## src/design/stbs_pkg.sv

```systemverilog
// Shared widths, operation codes and controller/datapath interface types for the bound search.
package stbs_pkg;

    localparam int DEFAULT_TABLE_DEPTH = 256;
    localparam int VAL_W = 32;
    localparam int IDX_W = 8;
    localparam int POS_W = 9;

    localparam logic OP_WRITE = 1'b0;
    localparam logic OP_QUERY = 1'b1;

    // Commands from the controller to the datapath.
    typedef struct packed {
        logic cfg_write;
        logic write;
        logic load;
        logic step;
        logic capture;
    } cmd_t;

    // Status from the datapath back to the controller.
    typedef struct packed {
        logic lower_done;
        logic upper_done;
    } status_t;

endpackage

```

## src/design/stbs_ctrl.sv

```systemverilog
// Controller state machine for the bound search: handshakes and sequencing.
module stbs_ctrl
    import stbs_pkg::*;
(
    input  logic    clk,
    input  logic    rst_n,
    input  logic    in_valid,
    output logic    in_stall,
    input  logic    op,
    output logic    out_valid,
    input  logic    out_stall,
    input  logic    cfg_valid,
    output logic    cfg_ready,
    output cmd_t    cmd,
    input  status_t status
);

    localparam logic ST_IDLE   = 1'b0;
    localparam logic ST_SEARCH = 1'b1;

    logic state_reg;
    logic state_next;
    logic out_valid_reg;
    logic out_valid_next;
    logic out_free;

    // The output register can take a new result when empty or being emptied.
    assign out_free  = !out_valid_reg || !out_stall;

    always_comb
    begin
        state_next    = state_reg;
        in_stall      = 1'b1;
        cmd.cfg_write = cfg_valid;
        cmd.write     = 1'b0;
        cmd.load      = 1'b0;
        cmd.step      = 1'b0;
        cmd.capture   = 1'b0;
        case (state_reg)
            ST_IDLE:
            begin
                in_stall = 1'b0;
                if (in_valid)
                begin
                    if (op == OP_QUERY)
                    begin
                        cmd.load   = 1'b1;
                        state_next = ST_SEARCH;
                    end
                    else
                    begin
                        cmd.write = 1'b1;
                    end
                end
            end
            ST_SEARCH:
            begin
                cmd.step = 1'b1;
                if (status.lower_done && status.upper_done && out_free)
                begin
                    cmd.capture = 1'b1;
                    state_next  = ST_IDLE;
                end
            end
            default:
            begin
                state_next = ST_IDLE;
            end
        endcase
    end

    always_comb
    begin
        out_valid_next = out_valid_reg;
        if (cmd.capture)
        begin
            out_valid_next = 1'b1;
        end
        else if (out_valid_reg && !out_stall)
        begin
            out_valid_next = 1'b0;
        end
    end

    always_ff @(posedge clk or negedge rst_n)
    begin
        if (!rst_n)
        begin
            state_reg     <= ST_IDLE;
            out_valid_reg <= 1'b0;
        end
        else
        begin
            state_reg     <= state_next;
            out_valid_reg <= out_valid_next;
        end
    end

    assign out_valid = out_valid_reg;
    assign cfg_ready = 1'b1;

endmodule

```

## config.mk

```make
export PLATFORM = sky130hd
export DESIGN_NAME = stbs_ctrl
export DESIGN_NICKNAME = d
export VERILOG_FILES = /design/src/design/stbs_pkg.sv /design/src/design/stbs_ctrl.sv
export SDC_FILE = /design/constraint.sdc
export NUM_CORES = 1
export LEC_CHECK = 0
export BUFFER_PORTS_ARGS = -buffer_cell sky130_fd_sc_hd__buf_4
export CAP_MARGIN = 15
export CORE_AREA = 2 2 39 41
export CTS_BUF_LIST = sky130_fd_sc_hd__clkbuf_8
export CTS_CLUSTER_DIAMETER = 60
export DETAILED_ROUTE_END_ITERATION = 6
export DIE_AREA = 0 0 41 43
export PLACE_DENSITY = 0.35
export SLEW_MARGIN = 10
export SYNTH_ARGS = -nofsm -noshare
export SYNTH_HDL_FRONTEND = slang
export SYNTH_SLANG_ARGS = --single-unit
```

## constraint.sdc

```tcl
create_clock -name clk -period 0.8 [get_ports clk]
set_input_delay 0.12 -clock clk [delete_from_list [all_inputs] [get_ports clk]]
set_output_delay 0.12 -clock clk [all_outputs]
set_load 0.01 [all_outputs]
```

---- Word-level counts from Yosys, hierarchy flattened ----
Index checks and enable logic that the tools add are counted.
storage, ports and cells
  flip-flop bits (word level) ............. 2
cells by class
  bitwise operators ....................... 1
  reduce and logical (&&, ||, !) cells .... 7
  mux-type cells .......................... 12
operators with widths
  operator                         count
  2-to-1 mux 1 bit                 8
  2-to-1 mux 2 bit                 3
  logical AND 1 bit                3
  zero test 1 bit                  2
  case mux 1 bit (2 select lines)  1
  nonzero test 2 bit               1
  logical OR 1 bit                 1
  NOT 1 bit                        1

---- Logic depth before layout (Yosys ltp) ----
  depth in word-level cells ............... 6
  depth in mapped cells ................... 3
  depth with buffers taken out ............ 2

---- Least setup slack after synthesis ----
Ideal clock, no wire load.
  kind .................................... register to output
  start point ............................. reg state_reg
  end point ............................... out cmd[3] in the netlist's numbering
  arrival time ............................ 0.797 ns
  cell stages (with the launch flop) ...... 2
  path slack .............................. -0.117 ns
  cells stage by stage .................... dfrtp_1 -> nor3b_1
RTL lines
  item                    RTL line         text
  from (decl)             stbs_ctrl.sv:21  logic state_reg;
  from (signal assigned)  stbs_ctrl.sv:94  state_reg <= state_next;
  to (decl)               stbs_ctrl.sv:14  output cmd_t cmd,

==> summary.txt <==
PnR worst setup slack: -0.296 ns
Clock sinks: 2
Min Tclk post-route: 1.10 ns
Failing checks: setup timing
Critical Path Start: state_reg
Distinct cells, synth: 9
Die width: 41 µm
Core Region: 1380 µm²
Via count: 159
CP Cell Sequence: and3b_2, buf_6
Static leakage: 0.157 nW
First-pass GRT wire length: 696 µm
Final Hold Vio Count: 0
Total GRT Usage: 0.0703
I/O Buffers: 12
Die H: 43 µm
Pre-antenna DRT Iters: 1
Crit path DAT: 0.98 ns
Clock latency on the worst-skew pair: 0.21 ns
Seq/Total Area, Yosys: 0.377
WL/cell: 10.4 µm
Overflow after GRT: 0
Hold depth: 2
Area Growth Syn to Fin: 143%
Status: complete, but fails checks
Crit-path slowest cell: dfrtp_2
Placed Area: 239 µm²
EDFF count, synth: 0
Drt drc: 0
Initial Util: 0.0958
Non-Filler Instances: 47
GP Congestion: 0.511
R2R depth: 3
Initial antenna violation count: 0
Largest area contributor in the netlist: dfrtp_1
Final core utilization: 0.233
Placed cell count: 41
Largest net degree at the start of global routing: 6
Crit path kind: flop to output pin
Fin. max-slew vios: 0
Clock skew: 0.00163 ns
Most common cell in the netlist: buf_4
RSZ-0062 raised after global routing: true
Diode count: 0
Synthesized instance count: 15
Minimum hold slack: 0.128 ns
Min-delay worst type: input pin to flop
CTS H-tree depth: 1
Core Rows: 14
PD cells: 2430 nW/µm²
CTS Buffer Depth: 2
CP Max Fanout: 5
Vias per inst: 3.38
Net Count, Synth: 23
Die area: 1760 µm²
Post-synth top cells: 4 x buf_4, 2 x a21oi_1, 2 x dfrtp_1, 2 x nand2_1
Synth Flop Type: dfrtp_1
Tcrit/Tclk final: 1.37
CTS tree: done
Layout cells sized above 1: 0.806
Ys async rst share: 1.00
CP peak stage delay: 0.42 ns
IO Count: 16
Design Area, Final: 323 µm²
Max cap viols: 0
Worst EP required: 0.68 ns
Clk pin slew, worst setup/hold paths: 0.03 ns
Syn. warnings: 0
CTS buffer count: 3
CTS root buffer: clkbuf_8
CP startpoint kind: flop
Final Power: 0.000784 W
Peak VDD IR: 685 µV
ANT nets after route: 0
Fmax: 913 MHz
Syn Std Cell Area: 133 µm²
Critical path endpoint category: output pin
Nets: 40
Vias in the first global route: 165
FF-to-FF Start: state_reg
Synth top area cells: dfrtp_1 38%, buf_4 23%, a21oi_1 7.5%, and3b_2 7.5%, a41oi_1 6.6%
Yosys reg bits: 2
Min-delay src: status[0]
Yosys top cell area share: 0.377
Drt total wl: 491 µm
Final Setup Violations: 7
Post-DP HPWL: 382 µm
Avg Cell Area, Syn: 8.84 µm²
Drt first-iter violations: 0
## worst max-delay path: cells and delay by family (launching register included)
kind	cells	cell delay, ns
DFF	1	0.42
buffers and inverters	1	0.10
and+or+nand+nor	1	0.24
## path summary, 6_finish.rpt
| path | endpoint | slack [ns] |
|---|---|---|
| worst max-delay path | cmd[2] | -0.30 |
| worst min-delay path | state_reg | 0.13 |
| worst max register to register | state_reg | -0.06 |
| worst min register to register | out_valid | 0.58 |
| max in group asynchronous | state_reg | 0.46 |
| min in group asynchronous | state_reg | 0.25 |
## where the power goes
| part | internal [W] | switching [W] | total, W |
|---|---|---|---|
| logic | 0.000139 | 0.0000853 | 0.000225 |
| clock network | 0.000325 | 0.0000859 | 0.000411 |
| registers | 0.000123 | 0.0000250 | 0.000148 |
## cell type report
| cell class | instances | area [µm²] |
|---|---|---|
| clock buffers | 3 | 41.3 |
| multi-input cells | 9 | 72.6 |
| clock inverters | 1 | 3.75 |
| well taps | 16 | 20.0 |
| flip-flops and latches | 2 | 51.3 |
| repair buffers | 16 | 134 |
| fillers | 156 | 1060 |
## kinds of logic after synthesis
logic type / count (synthesis) / share of synthesized area
AO/OA/AOI/OAI: 3 / 0.142
buffers and inverters: 4 / 0.226
flip-flops: 2 / 0.377
other: 1 / 0.0283
AND/OR/NAND/NOR: 5 / 0.226
## routing by layer
metal  wire (µm)  vias up  global-route usage
li1            -       78                   -
met1         171       67              0.0579
met2         184       14              0.0813
met3         136        0              0.0890
met4           0        0              0.0600
met5           0        -                   0
## per-stage QoR
step	worst slack [ns]	TNS [ns]
after floorplan	-0.0530	-0.0986
after global routing	-0.323	-1.64
after detailed placement	-0.0906	-0.239
final	-0.296	-1.40
after global placement	-0.0753	-0.208
after CTS	-0.307	-1.43
## cells in the final DEF (no fill, tap or decap)
cell	instances
buf_4	12
dfrtp_1	1
nor3b_2	1
dlygate4sd3_1	1
inv_1	1
clkbuf_8	3
a21oi_2	2
nand3_2	1
dfrtp_2	1
and3b_2	1
nand2_2	1
conb_1	1
nand2_1	1
buf_6	3
a41oi_1	1
## timing repair
item / 4_1_cts / 5_1_grt
endpoints found under the setup margin: 6 / 8
hold buffers: 1 / 0
buffers inserted: 1 / 0
pin swaps: 1 / 1
endpoints found under the hold margin: 2 / 0
resized for setup: 4 / 2
No activity file was read; power rests on OpenSTA's default activity.
